### src/sv/hmpf_pkg.sv
// shared types and constants of the hid message packet framer
package hmpf_pkg;

	localparam int PACKET_BYTES       = 64;
	localparam int INIT_PAYLOAD_BYTES = 57;
	localparam int CONT_PAYLOAD_BYTES = 59;
	localparam int INIT_HEADER        = 7;
	localparam int CONT_HEADER        = 5;

	localparam int INIT_ROOM = (INIT_PAYLOAD_BYTES < PACKET_BYTES - INIT_HEADER) ?
		INIT_PAYLOAD_BYTES : PACKET_BYTES - INIT_HEADER;
	localparam int CONT_ROOM = (CONT_PAYLOAD_BYTES < PACKET_BYTES - CONT_HEADER) ?
		CONT_PAYLOAD_BYTES : PACKET_BYTES - CONT_HEADER;

	localparam int POS_W  = 6;
	localparam int POS1_W = POS_W + 1;
	localparam logic [POS_W-1:0] LAST_POS = POS_W'(PACKET_BYTES - 1);

	localparam int QUEUE_DEPTH = 4;
	localparam int QPTR_W      = 2;
	localparam int QCNT_W      = QPTR_W + 1;

	typedef enum logic [1:0] {
		REG_CHANNEL_ID     = 2'd0,
		REG_COMMAND_CODE   = 2'd1,
		REG_MESSAGE_LENGTH = 2'd2
	} reg_index_t;

	typedef enum logic [1:0] {
		HDR_NONE,
		HDR_INIT,
		HDR_CONT
	} hdr_kind_t;

	typedef enum logic [1:0] {
		PH_HEAD,
		PH_DATA,
		PH_PAD
	} phase_t;

	typedef struct packed {
		logic [7:0] data;
		hdr_kind_t  kind;
		logic [7:0] seq;
		logic       close;
		logic       done;
	} beat_cmd_t;

	typedef struct packed {
		logic [31:0] channel_id;
		logic [7:0]  command_code;
		logic [15:0] message_length;
	} cfg_regs_t;

endpackage

### src/sv/hmpf_front.sv
// front end: accepts payload beats and decides header, padding and packet close
module hmpf_front (
	input  logic               clk,
	input  logic               arst_n,
	input  logic [15:0]        message_length,
	input  logic               restart,
	input  logic               s_valid,
	output logic               s_ready,
	input  logic [7:0]         s_data,
	output logic               push,
	output hmpf_pkg::beat_cmd_t push_cmd,
	input  logic               q_full
);
	import hmpf_pkg::*;

	logic [15:0]       bytes_sent_q;
	logic [POS_W-1:0]  packet_pos_q;
	logic [7:0]        seq_q;

	logic              accept;
	logic              active;
	logic              first;
	logic [POS1_W-1:0] hdr_len;
	logic [POS1_W-1:0] room;
	logic [POS1_W-1:0] pos;
	logic [POS1_W-1:0] pos1;
	logic [15:0]       bytes_next;
	logic              done;
	logic              stay_open;
	logic [7:0]        seq_next;

	assign active  = (message_length != 16'd0);
	assign s_ready = !active || !q_full;
	assign accept  = s_valid && s_ready;
	assign push    = accept && active;

	always_comb begin
		first      = (bytes_sent_q == 16'd0);
		hdr_len    = first ? POS1_W'(INIT_HEADER) : POS1_W'(CONT_HEADER);
		room       = first ? POS1_W'(INIT_ROOM) : POS1_W'(CONT_ROOM);
		pos        = (packet_pos_q == '0) ? hdr_len : {1'b0, packet_pos_q};
		pos1       = pos + POS1_W'(1);
		bytes_next = bytes_sent_q + 16'd1;
		done       = (bytes_next >= message_length);
		stay_open  = !done && ((pos1 - hdr_len) < room) &&
			(pos1 < POS1_W'(PACKET_BYTES));
		seq_next   = seq_q;
		push_cmd.data  = s_data;
		push_cmd.kind  = HDR_NONE;
		push_cmd.seq   = seq_q;
		push_cmd.close = !stay_open;
		push_cmd.done  = done;
		if (packet_pos_q == '0) begin
			if (first) begin
				push_cmd.kind = HDR_INIT;
				seq_next      = 8'd0;
			end else begin
				push_cmd.kind = HDR_CONT;
				seq_next      = seq_q + 8'd1;
			end
		end
		if (!stay_open && done) begin
			seq_next = 8'd0;
		end
	end

	always_ff @(posedge clk or negedge arst_n) begin
		if (!arst_n) begin
			bytes_sent_q <= '0;
			packet_pos_q <= '0;
			seq_q        <= '0;
		end else if (restart) begin
			bytes_sent_q <= '0;
			packet_pos_q <= '0;
			seq_q        <= '0;
		end else if (push) begin
			seq_q <= seq_next;
			if (stay_open) begin
				bytes_sent_q <= bytes_next;
				packet_pos_q <= pos1[POS_W-1:0];
			end else begin
				bytes_sent_q <= done ? 16'd0 : bytes_next;
				packet_pos_q <= '0;
			end
		end
	end

endmodule

### src/sv/hmpf_queue.sv
// short command queue between the front and back ends
module hmpf_queue (
	input  logic                clk,
	input  logic                arst_n,
	input  logic                push,
	input  hmpf_pkg::beat_cmd_t cmd_in,
	output logic                full,
	input  logic                pop,
	output logic                head_valid,
	output hmpf_pkg::beat_cmd_t head_cmd
);
	import hmpf_pkg::*;

	beat_cmd_t          mem_q [QUEUE_DEPTH];
	logic [QPTR_W-1:0]  wr_ptr_q;
	logic [QPTR_W-1:0]  rd_ptr_q;
	logic [QCNT_W-1:0]  count_q;
	logic               do_push;
	logic               do_pop;

	assign full       = (count_q == QCNT_W'(QUEUE_DEPTH));
	assign head_valid = (count_q != '0);
	assign head_cmd   = mem_q[rd_ptr_q];
	assign do_push    = push && !full;
	assign do_pop     = pop && head_valid;

	always_ff @(posedge clk) begin
		if (do_push) begin
			mem_q[wr_ptr_q] <= cmd_in;
		end
	end

	always_ff @(posedge clk or negedge arst_n) begin
		if (!arst_n) begin
			wr_ptr_q <= '0;
			rd_ptr_q <= '0;
			count_q  <= '0;
		end else begin
			if (do_push) begin
				wr_ptr_q <= wr_ptr_q + QPTR_W'(1);
			end
			if (do_pop) begin
				rd_ptr_q <= rd_ptr_q + QPTR_W'(1);
			end
			if (do_push && !do_pop) begin
				count_q <= count_q + QCNT_W'(1);
			end else if (do_pop && !do_push) begin
				count_q <= count_q - QCNT_W'(1);
			end
		end
	end

endmodule

### src/sv/hmpf_back.sv
// back end: emits header, payload and padding bytes into the output register
module hmpf_back (
	input  logic                clk,
	input  logic                arst_n,
	input  logic                restart,
	input  hmpf_pkg::cfg_regs_t cfg,
	input  logic                head_valid,
	input  hmpf_pkg::beat_cmd_t head_cmd,
	output logic                pop,
	output logic                m_valid,
	input  logic                m_ready,
	output logic [7:0]          m_data,
	output logic                m_last,
	output logic                m_user
);
	import hmpf_pkg::*;

	phase_t           phase_q;
	phase_t           phase_n;
	phase_t           eff_phase;
	logic [POS_W-1:0] pos_q;
	logic [POS_W-1:0] pos_n;
	logic [POS_W-1:0] hdr_last;
	logic [7:0]       hdr_byte;
	logic [7:0]       out_byte;
	logic             pkt_end;
	logic             advance;
	logic             valid_q;
	logic [7:0]       data_q;
	logic             last_q;
	logic             user_q;

	assign advance = head_valid && (!valid_q || m_ready);

	always_comb begin
		eff_phase = phase_q;
		if (phase_q == PH_HEAD && head_cmd.kind == HDR_NONE) begin
			eff_phase = PH_DATA;
		end
		hdr_last = (head_cmd.kind == HDR_INIT) ? POS_W'(INIT_HEADER - 1) :
			POS_W'(CONT_HEADER - 1);
		case (pos_q)
			6'd0: hdr_byte = cfg.channel_id[31:24];
			6'd1: hdr_byte = cfg.channel_id[23:16];
			6'd2: hdr_byte = cfg.channel_id[15:8];
			6'd3: hdr_byte = cfg.channel_id[7:0];
			6'd4: hdr_byte = (head_cmd.kind == HDR_INIT) ? cfg.command_code : head_cmd.seq;
			6'd5: hdr_byte = cfg.message_length[15:8];
			6'd6: hdr_byte = cfg.message_length[7:0];
			default: hdr_byte = 8'h00;
		endcase
		out_byte = 8'h00;
		pkt_end  = 1'b0;
		pop      = 1'b0;
		phase_n  = phase_q;
		pos_n    = pos_q + POS_W'(1);
		case (eff_phase)
			PH_HEAD: begin
				out_byte = hdr_byte;
				if (pos_q == hdr_last) begin
					phase_n = PH_DATA;
				end
			end
			PH_DATA: begin
				out_byte = head_cmd.data;
				if (head_cmd.close && pos_q != LAST_POS) begin
					phase_n = PH_PAD;
				end else begin
					pkt_end = head_cmd.close;
					pop     = advance;
					phase_n = PH_HEAD;
					if (head_cmd.close) begin
						pos_n = '0;
					end
				end
			end
			PH_PAD: begin
				if (pos_q == LAST_POS) begin
					pkt_end = 1'b1;
					pop     = advance;
					phase_n = PH_HEAD;
					pos_n   = '0;
				end
			end
			default: begin
				phase_n = PH_HEAD;
				pos_n   = '0;
			end
		endcase
	end

	always_ff @(posedge clk or negedge arst_n) begin
		if (!arst_n) begin
			phase_q <= PH_HEAD;
			pos_q   <= '0;
		end else if (restart) begin
			phase_q <= PH_HEAD;
			pos_q   <= '0;
		end else if (advance) begin
			phase_q <= phase_n;
			pos_q   <= pos_n;
		end
	end

	always_ff @(posedge clk or negedge arst_n) begin
		if (!arst_n) begin
			valid_q <= 1'b0;
		end else if (advance) begin
			valid_q <= 1'b1;
		end else if (m_ready) begin
			valid_q <= 1'b0;
		end
	end

	always_ff @(posedge clk) begin
		if (advance) begin
			data_q <= out_byte;
			last_q <= pkt_end;
			user_q <= pkt_end && head_cmd.done;
		end
	end

	assign m_valid = valid_q;
	assign m_data  = data_q;
	assign m_last  = last_q;
	assign m_user  = user_q;

endmodule

### src/sv/hid_message_packet_framer.sv
// top level of the hid message packet framer
//
// Cuts one message into 64-byte report packets. Payload bytes enter on the
// s_axis beat channel, one byte per beat. Packet bytes leave on m_axis: the
// first packet opens with channel id (big-endian), command and length, later
// ones with channel id and a wrapping sequence number; zeros pad a short packet.
// tlast marks the last byte of a packet, tuser the last byte of the message.
// The cfg channel writes channel_id (0), command_code (1) and message_length
// (2); writing message_length restarts the message. Length zero drops input.
// A beat passes the command queue, then the output register, which sends
// one byte per cycle while the receiver is ready; a beat holds it for its
// own byte plus its header and padding bytes. Input runs at one beat per
// cycle until the 4-entry command queue between front and back end fills.
// A stalled receiver holds the output register; the queue then fills and
// s_axis_tready drops. Reset clears config, state, queue and output valid.
module hid_message_packet_framer (
	input  logic        clk,
	input  logic        arst_n,
	input  logic        s_axis_tvalid,
	output logic        s_axis_tready,
	input  logic [7:0]  s_axis_tdata,   // [7:0] data_byte
	output logic        m_axis_tvalid,
	input  logic        m_axis_tready,
	output logic [7:0]  m_axis_tdata,   // [7:0] packet_byte
	output logic        m_axis_tlast,
	output logic        m_axis_tuser,   // [0] message_end
	input  logic        cfg_valid,
	output logic        cfg_ready,
	input  logic [1:0]  cfg_index,
	input  logic [31:0] cfg_data
);
	import hmpf_pkg::*;

	cfg_regs_t cfg_q;
	logic      cfg_write;
	logic      restart;
	logic      push;
	beat_cmd_t push_cmd;
	logic      q_full;
	logic      pop;
	logic      head_valid;
	beat_cmd_t head_cmd;

	assign cfg_ready = 1'b1;
	assign cfg_write = cfg_valid && cfg_ready;
	assign restart   = cfg_write && (cfg_index == REG_MESSAGE_LENGTH);

	always_ff @(posedge clk or negedge arst_n) begin
		if (!arst_n) begin
			cfg_q <= '0;
		end else if (cfg_write) begin
			case (reg_index_t'(cfg_index))
				REG_CHANNEL_ID:     cfg_q.channel_id     <= cfg_data;
				REG_COMMAND_CODE:   cfg_q.command_code   <= cfg_data[7:0];
				REG_MESSAGE_LENGTH: cfg_q.message_length <= cfg_data[15:0];
				default: ;
			endcase
		end
	end

	hmpf_front u_front (
		.clk            (clk),
		.arst_n         (arst_n),
		.message_length (cfg_q.message_length),
		.restart        (restart),
		.s_valid        (s_axis_tvalid),
		.s_ready        (s_axis_tready),
		.s_data         (s_axis_tdata),
		.push           (push),
		.push_cmd       (push_cmd),
		.q_full         (q_full)
	);

	hmpf_queue u_queue (
		.clk        (clk),
		.arst_n     (arst_n),
		.push       (push),
		.cmd_in     (push_cmd),
		.full       (q_full),
		.pop        (pop),
		.head_valid (head_valid),
		.head_cmd   (head_cmd)
	);

	hmpf_back u_back (
		.clk        (clk),
		.arst_n     (arst_n),
		.restart    (restart),
		.cfg        (cfg_q),
		.head_valid (head_valid),
		.head_cmd   (head_cmd),
		.pop        (pop),
		.m_valid    (m_axis_tvalid),
		.m_ready    (m_axis_tready),
		.m_data     (m_axis_tdata),
		.m_last     (m_axis_tlast),
		.m_user     (m_axis_tuser)
	);

endmodule

### config.mk
export PLATFORM = sky130hd
export DESIGN_NAME = hid_message_packet_framer
export DESIGN_NICKNAME = d
export VERILOG_FILES = /design/src/sv/hmpf_pkg.sv /design/src/sv/hmpf_front.sv /design/src/sv/hmpf_queue.sv /design/src/sv/hmpf_back.sv /design/src/sv/hid_message_packet_framer.sv
export SDC_FILE = /design/constraint.sdc
export NUM_CORES = 1
export LEC_CHECK = 0
export BUFFER_PORTS_ARGS = -buffer_cell sky130_fd_sc_hd__buf_2
export CORE_UTILIZATION = 62
export DETAILED_ROUTE_END_ITERATION = 12
export MAX_ROUTING_LAYER = met4
export PLACE_DENSITY = 0.93
export SYNTH_ARGS = -nofsm -noshare
export SYNTH_HDL_FRONTEND = slang
export SYNTH_HIERARCHICAL = 1
export SYNTH_SLANG_ARGS = --single-unit
### constraint.sdc
create_clock -name clk -period 6.67 [get_ports clk]
set_input_delay 1.0005 -clock clk [delete_from_list [all_inputs] [get_ports clk]]
set_output_delay 1.0005 -clock clk [all_outputs]
set_load 0.01 [all_outputs]
[Word level (Yosys, flattened, before mapping)]
Memory sizes are Yosys's and may differ from the RTL's.
Index checks and enable logic that the tools add are counted.
Cells by class
  add/subtract/negate cells: 9
  $lt $le $gt $ge: 3
  reductions and logical operators: 42
  eq/ne operators: 17
  multiplexer cells: 46
Operator list (count)
  two-way mux 16 bit: 4
  one-hot mux 8 bit (7 select lines): 1
  two-way mux 6 bit: 8
  two-way mux 8 bit: 6
  two-way mux 2 bit: 11
  equality test 6 x 3 -> 1 bit, second input constant: 3
  one-hot mux 6 bit (3 select lines): 1
  adder 16 x 1 -> 16 bit, second input constant: 1
  greater-or-equal comparator 16 bit: 1
  zero test 16 bit: 1
  one-hot mux 8 bit (2 select lines): 1
  nonzero test 16 bit: 1
  logical AND 1 bit: 14
  equality test 6 x 2 -> 1 bit, second input constant: 2
  zero test 6 bit: 2
  adder 8 x 1 -> 8 bit, second input constant: 1
  zero test 2 bit: 4
  two-way mux 1 bit: 8
  AND reduction 2 bit: 4
  nonzero test 2 bit: 4
  adder 7 x 1 -> 7 bit, second input constant: 1
  zero test 1 bit: 7
  less-than comparator 7 bit: 1
  less-than comparator 7 bit, second input constant: 1
  other kinds (20): 29
Word-level totals
  input bits: 47
  bits in registers: 112
  word-level logic and storage cells: 133
  output and inout port bits: 13
  memories kept: 1
  memory bits (writable): 80
Memory list
  u_queue.mem_q: words 4, width 20, read ports 1, clocked after memory_dff 0, write ports 1, line hmpf_queue.sv:14  | beat_cmd_t mem_q [QUEUE_DEPTH];

[Logic depth before layout (Yosys ltp)]
Gate-level depths: netlist of the first run.
  depth in word-level cells: 13
  depth in mapped cells: 16
  mapped depth without buffers: 15

[Cells and area by module]
The synthesis of the first run kept the hierarchy.
Modules (own cells, without submodules)
  hmpf_queue: area an instance 3309.4 um^2, instances 1, sequential area each 2577.5 um^2, cells each 140
  hmpf_front: area an instance 2622.5 um^2, instances 1, sequential area each 750.7 um^2, cells each 308
  hid_message_packet_framer: area an instance 2132.0 um^2, instances 1, sequential area each 1401.3 um^2, cells each 122
  hmpf_back: area an instance 1574.0 um^2, instances 1, sequential area each 525.5 um^2, cells each 183

[Worst setup path before layout of the first run]
No wires, ideal clock.
  path type: register to register
  start point: register u_front.bytes_sent_q[2]
  end point: register u_front.bytes_sent_q[6]
  path slack: 3552 ps
  cell stages (with the launch flop): 15
  arrival time: 2998 ps
  clock period less this slack: 3118 ps
  buffers on the path: 3
  cell sequence: dfrtp_1 > and3_1 > and3_1 > clkbuf_2 > and3_1 > and2_1 > xor2_1 > ha_1 > nand2_1 > a2111oi_4 > o2111ai_2 > o211a_1 > buf_6 > buf_6 > a22o_1
Between the ends
  cells in the longest elaborated chain, start to end: 11
RTL lines
  from (decl): line hmpf_front.sv:16  | logic [15:0] bytes_sent_q;
  from (signal assigned): line hmpf_front.sv:79  | bytes_sent_q <= bytes_next;
  from (signal assigned): line hmpf_front.sv:82  | bytes_sent_q <= done ? 16'd0 : bytes_next;
  zero test 16 bit: line hmpf_front.sv:38  | first = (bytes_sent_q == 16'd0);
  two-way mux 2 bit: line hmpf_front.sv:39  | hdr_len = first ? POS1_W'(INIT_HEADER) : POS1_W'(CONT_HEADER);
  two-way mux 7 bit: line hmpf_front.sv:41  | pos = (packet_pos_q == '0) ? hdr_len : {1'b0, packet_pos_q};
  adder 7 x 1 -> 7 bit: line hmpf_front.sv:42  | pos1 = pos + POS1_W'(1);
  subtractor 7 bit: line hmpf_front.sv:45  | stay_open = !done && ((pos1 - hdr_len) < room) &&
  less-than comparator 7 bit: line hmpf_front.sv:45
  logical AND 1 bit (2 in series): line hmpf_front.sv:45
  two-way mux 16 bit *: line hmpf_front.sv:78  | if (stay_open) begin
  two-way mux 16 bit *: line hmpf_front.sv:76  | end else if (push) begin
  two-way mux 16 bit *: line hmpf_front.sv:72  | end else if (restart) begin
Mark *: on every way between the ends. The rest lies on a longest branch, timed or not. The select of a mux whose other input is x is not followed.
A chain may end at the register's enable or synchronous reset.

[Final worst setup path of the first run]
  start point: register u_front.bytes_sent_q[2]
  end point: register u_front.bytes_sent_q[2]
The elaborated chain is that of the path after synthesis.

==> flow_summary_export.csv, run 1 <==
group,metric,value,unit
final_layout,mostFrequentLayoutCells,"102 x dfrtp_1, 90 x edfxtp_1, 61 x mux2_2",
critical_path,r2r_slack,2510,ps
power,p_leak,4.225,nW
synthesis,synth_edf_count,90,
synthesis,synth_top_area_share,28.04,%
cts,clk_pin_slew,70,ps
critical_path,critPathMaxFanout,20,
min_path,worstHoldStart,"cfg_q[55]",
route,wl,24870,um
synthesis,synthAdderAreaFrac,4.102,%
critical_path,cp.required,7020,ps
sta,max_slew.worst_pin.slew,1135,ps
synthesis,synth_area_per_cell,12.80,um2
route,antenna_left,0,
floorplan,ios,60,
floorplan,core,15200,um2
sta,clock_skew,11.30,ps
cts,cts_resized,0,
power,p_total,4.550,mW
cts,cts_buffer_depth,2,
min_path,whs_path_depth,1,
placed_design,gp_congestion,0.9349,
placed_design,io_buffers,58,
cts,cts-root-buf,"clkbuf_16",
run_status,status,"completed",
synthesis,ys_ff_latch,192,
global_routing,grt_antenna_before_repair,0,
global_routing,grt-ovfl-total,0,
synthesis,synth_top_flop_cell,"dfrtp_1",
route,routedWlPerCell,25.14,um
global_routing,grt_pass1_wl,38980,um
cts,tritoncts.num_buffers,17,
final_layout,fillers,896,
cts,holdBufCountCts,0,
final_layout,drive_gt1_share,25.22,%
sta,setup_viol,0,
sta,hold_viol,0,
min_path,hold_end,"cfg_q[55]",
synthesis,synth_nets,831,
synthesis,synth-simple-area-share,10.76,%
run,drv_cap,0,
sta,slew_violations,0,
synthesis,postSynthCellCount,753,
final_layout,final_common_cell,"dfrtp_1",
synthesis,synth_top_family_by_area,"multiplexers",
cts,cts_sinks,192,
synthesis,yosys-top-cells-area,"edfxtp_1 28%, dfrtp_1 26%, mux2_2 7.1%",
global_routing,grt_usage,33.72,%
floorplan,die-width,126.7,um
cts,post_cts_buffers,0,
synthesis,yosysUniqueCellTypes,72,
floorplan,die_h,126.7,um
sta,fin_crit,4164,ps
critical_path,cp.arrival,4520,ps
synthesis,async_flop_share,53.13,%
critical_path,worstSetupPathType,"reg2reg",
cts,h-tree-depth,4,
route,dr.pass1.iters,6,
synthesis,synth_xor_xnor_area_share,2.181,%
route,first_iter_violations,1072,
critical_path,reg2reg_from,"u_front/bytes_sent_q[2]",
floorplan,start_util,63.40,%
sta,setup_tns,0,ps
floorplan,fp.dieArea,16050,um2
sta,final.setup.worst_slack,2506,ps
placed_design,dp_slack,2976,ps
power,max-vdd-ir-drop,275.0,uV
sta,fmax,240.1,MHz
final_layout,final_cells,989,
synthesis,yosys.area.top_type,"edfxtp_1",
final_layout,multiInputGateArea,3939,um2
synthesis,synthMuxAreaShare,13.02,%
route,vias_per_cell,6.981,
synthesis,syn_area,9638,um2
route,drc,0,
synthesis,yosysSeqAreaShare,54.52,%
critical_path,worstSetupEndpointType,"flip-flop",
sta,relSlewSlack,24.33,%
floorplan,row_count,45,
final_layout,area_growth,9.165,%
synthesis,synth_compound_area_share,10.76,%
placed_design,placed_cells,957,
global_routing,grt_pass1_vias,6864,
critical_path,start_kind,"flip-flop",
placed_design,dp_hpwl,15330,um
critical_path,worst_r2r_endpoint,"u_front/bytes_sent_q[2]",
critical_path,r2r_cells,12,
final_layout,nets,866,
route,via_count,6904,
sta,period_share,62.43,%
final_layout,antenna_cells,0,
cts,tritoncts,"built",
final_layout,register_area,5255,um2
min_path,hold_path_class,"reg2reg",
sta,rsz0062_at_grt,"false",
cts,clk_latency,450,ps
power,powerDensity,432.5,nW/um2
synthesis,yosysWarnings,6,
global_routing,grt_max_degree,63,
final_layout,fin_util,69.21,%
[stage by stage]
stage,hold slack [ps],area [um2]
final,510.1,10520
after global routing,528.8,10520
after CTS,511.5,10520
after detailed placement,487.0,9894
after global placement,479.3,9894
after floorplan,455.7,9638
[cell type report]
type / instances / share of cell area, %
timing repair buffer: 63 / 3.140
inverter: 36 / 1.284
multi-input combinational: 478 / 37.44
tap: 188 / 2.236
clock buffer: 17 / 4.043
sequential: 192 / 49.95
clock inverter: 15 / 1.915
[report_power, final]
group | switching (mW) | leakage [nW] | internal, mW
Clock | 0.483 | 0.307 | 0.603
Sequential | 0.336 | 2.07 | 1.60
Combinational | 0.886 | 1.85 | 0.641
[routing by layer]
layer,global-route usage (%),vias to the layer above,wire length (um)
met1,40.58,3276,8894
met4,20.87,0,1639
met3,6.369,154,2468
met2,53.10,597,11860
met5,-,-,0
li1,-,2877,-
[state kept, by name (all words and copies together), names as in the netlist, 3 cells and up]
register and cells:
u_front/bytes_sent_q 16, u_back/pos_q 6, u_front/packet_pos_q 6, u_queue/count_q 3, u_back/m_data 8, cfg_q 56
u_front/seq_q 8, u_queue/mem_q 80
[cell usage after synthesis, types with 4 or more instances]
library cell	number
nor3_1	10
a21oi_1	25
buf_4	12
o22ai_1	7
clkbuf_1	15
a31oi_1	9
a22o_1	20
a32o_1	5
dfrtp_1	102
and3_1	9
nor4_1	5
nor2b_1	5
buf_2	7
or3_1	7
nand2_1	51
xnor2_1	16
xor2_1	8
inv_1	35
buf_6	10
nand3_1	38
a22oi_1	4
and2_1	8
edfxtp_1	90
nand4_1	4
mux2_2	61
a211oi_1	4
mux4_2	20
ha_1	30
o21ai_0	32
nand2b_1	11
nor2_1	22
mux2i_1	8
[critical path: stages (launching register included)]
cell	delay, ps
dfrtp_1	550
and3_1	270
and3_1	320
and3_1	250
nand2_1	120
xnor2_1	170
ha_1	240
a211oi_1	430
a2111oi_4	160
a21oi_1	370
o211a_1	620
or2b_1	310
a31oi_1	240
[how the worst max path moves through the flow]
stage / from / to / slack (ps) / depth (start not counted)
final: u_front/bytes_sent_q[2] / u_front/bytes_sent_q[2] / 2510 / 12
after floorplan: u_front/bytes_sent_q[2] / u_front/bytes_sent_q[6] / 3550 / 14
after detailed placement: u_front/bytes_sent_q[2] / u_front/bytes_sent_q[2] / 2980 / 12
after global placement: u_front/bytes_sent_q[2] / u_front/seq_q[5] / 3200 / 12
after global routing: u_front/bytes_sent_q[2] / u_front/bytes_sent_q[2] / 2450 / 12
after CTS: u_front/bytes_sent_q[2] / u_front/bytes_sent_q[2] / 2710 / 12
[kinds of logic after synthesis]
logic type,count (synthesis)
AOI/OAI and AO/OA,141
xor gates and xnor gates,24
adders and majority gates,31
buffers and inverters,83
DFF,192
muxes,92
other,1
and+or+nand+nor,189
(Power assumes the default switching activity.)
==> run 2: changes to the inputs <==
--- a/config.mk
+++ b/config.mk
@@ -6,10 +6,10 @@
 export NUM_CORES = 1
 export LEC_CHECK = 0
 export BUFFER_PORTS_ARGS = -buffer_cell sky130_fd_sc_hd__buf_2
-export CORE_UTILIZATION = 62
+export CORE_UTILIZATION = 61
 export DETAILED_ROUTE_END_ITERATION = 12
 export MAX_ROUTING_LAYER = met4
-export PLACE_DENSITY = 0.93
+export PLACE_DENSITY = 0.92
 export SYNTH_ARGS = -nofsm -noshare
 export SYNTH_HDL_FRONTEND = slang
 export SYNTH_HIERARCHICAL = 1
==> constraint.sdc (replaced) <==
create_clock -name clk -period 4.3 [get_ports clk]
set_input_delay 0.645 -clock clk [delete_from_list [all_inputs] [get_ports clk]]
set_output_delay 0.645 -clock clk [all_outputs]
set_load 0.01 [all_outputs]
==> run 2 against run 1 <==
  * Sequential cell count unchanged
  * Register-to-register slack got worse by 2200 ps
  * Power increased by 52%
  * Worst setup slack got worse by 2200 ps
  * Via count increased by 2.4%
==> flow_summary_export.csv, run 2 (synthesized netlist as in run 1, its figures left out) <==
group,metric,value,unit
run_status,status,"completed",
global_routing,grt_usage,33.74,%
final_layout,drive_gt1_share,25.28,%
sta,setup_tns,0,ps
sta,clock_skew,19.48,ps
cts,cts_resized,0,
sta,relSlewSlack,38.22,%
cts,clk_latency,440,ps
critical_path,r2r_cells,12,
route,via_count,7072,
critical_path,critical-path-max-stage-delay,650,ps
critical_path,critPathMaxFanout,20,
critical_path,worstSetupPathType,"reg2reg",
sta,slew_violations,0,
placed_design,io_buffers,58,
cts,cts_buffer_depth,2,
cts,tritoncts,"built",
global_routing,grt-ovfl-total,0,
global_routing,grt_antenna_before_repair,0,
route,antenna_left,0,
floorplan,start_util,62.93,%
sta,setup_viol,0,
route,first_iter_violations,1071,
sta,fin_crit,3971,ps
critical_path,start_kind,"flip-flop",
final_layout,area_growth,9.152,%
power,p_total,6.918,mW
route,vias_per_cell,6.947,
floorplan,core,15310,um2
cts,cts-root-buf,"clkbuf_16",
min_path,hold_path_class,"in2async",
critical_path,cp.required,4650,ps
sta,max_slew.worst_pin.slew,926.7,ps
critical_path,worstSetupEndpointType,"flip-flop",
sta,rsz0062_at_grt,"false",
route,routedWlPerCell,24.99,um
final_layout,top_register,"u_queue/mem_q",
sta,period_share,92.34,%
critical_path,path_depth,12,
floorplan,fp.dieArea,16310,um2
cts,clk_pin_slew,70,ps
placed_design,dp_hpwl,15730,um
route,dr.pass1.iters,6,
run,drv_cap,0,
cts,cts_sinks,192,
critical_path,crit_top_cell,"and3_1",
cts,post_cts_buffers,0,
floorplan,ios,60,
final_layout,antenna_cells,0,
floorplan,die-width,127.7,um
final_layout,fillers,911,
placed_design,dp_slack,694.6,ps
final_layout,nets,873,
power,max-vdd-ir-drop,348.9,uV
floorplan,die_h,127.7,um
cts,holdBufCountCts,0,
critical_path,timing.critical_path.buf_inv,0,
power,powerDensity,657.6,nW/um2
critical_path,critPathTopFamily,"compound AO/OA/AOI/OAI gates",
global_routing,grt_max_degree,70,
placed_design,gp_congestion,0.9516,
sta,hold_viol,0,
final_layout,final_common_cell,"dfrtp_1",
sta,fmax,251.8,MHz
route,drc,0,
critical_path,cp.arrival,4320,ps
power,p_leak,4.213,nW
cts,tritoncts.num_buffers,17,
global_routing,grt_pass1_vias,7003,
critical_path,crit_chain,"and3_1 -> and3_1 -> and3_1 -> nand2_1 -> xnor2_1 -> ha_1 -> a211oi_1 -> a2111oi_4 -> a21oi_1 -> o211a_1 -> or2b_1 -> a31oi_1",
floorplan,row_count,45,
final_layout,largestRegisters,"u_queue/mem_q x80, cfg_q x56, u_front/bytes_sent_q x16",
final_layout,mostFrequentLayoutCells,"102 x dfrtp_1, 90 x edfxtp_1, 61 x mux2_2",
route,wl,25440,um
global_routing,grt_pass1_wl,39360,um
final_layout,largest_register_ffs,80,
critical_path,critical-path-slowest-cell,"o211a_1",
sta,final.setup.worst_slack,329.2,ps
cts,h-tree-depth,4,
-- run 2: final timing paths --
kind | from | endpoint | slack (ps)
min | arst_n | u_back/pos_q[3] | 330
max reg2reg | u_front/bytes_sent_q[2] | u_front/bytes_sent_q[2] | 330
min reg2reg | u_queue/count_q[2] | u_queue/count_q[2] | 510
max | u_front/bytes_sent_q[2] | u_front/bytes_sent_q[2] | 330
min in group clk | cfg_data[31] | cfg_q[55] | 430
max in group asynchronous | arst_n | u_front/bytes_sent_q[9] | 2940
-- run 2: through the flow --
| stage | hold slack (ps) | cells | utilization (%) | instance area (um2) |
|---|---|---|---|---|
| finish | 333.5 | 1018 | 68.69 | 10520 |
| global route | 410.0 | 1018 | 68.69 | 10520 |
| CTS | 373.9 | 1018 | 68.69 | 10520 |
| detailed placement | 487.8 | 987 | 65.14 | 9976 |
| global placement | 480.9 | 987 | 65.14 | 9976 |
| floorplan | 349.4 | 753 | - | 9638 |
-- run 2: where the power goes --
group	total [mW]	switching (mW)	internal, mW
logic	2.49	1.47	1.02
registers	2.93	0.453	2.48
clock network	1.49	0.695	0.797
total	6.92	2.62	4.30
-- run 2: layout make-up --
type                            instances  area [um2]  area share (%)
Timing Repair Buffer                   70       382.9           3.639
Sequential cell                       192        5255           49.95
Clock inverter                         13       115.1           1.094
Multi-Input combinational cell        478        3939           37.44
Inverter                               36       135.1           1.284
Clock buffer                           18       429.2           4.079
Tap cell                              211       264.0           2.510
-- run 2: per-layer routing --
metal | global-route usage [%] | wire [um]
met4 | 21.25 | 1809
met3 | 7.471 | 2553
met2 | 53.46 | 12110
met5 | - | 0
met1 | 39.39 | 8967
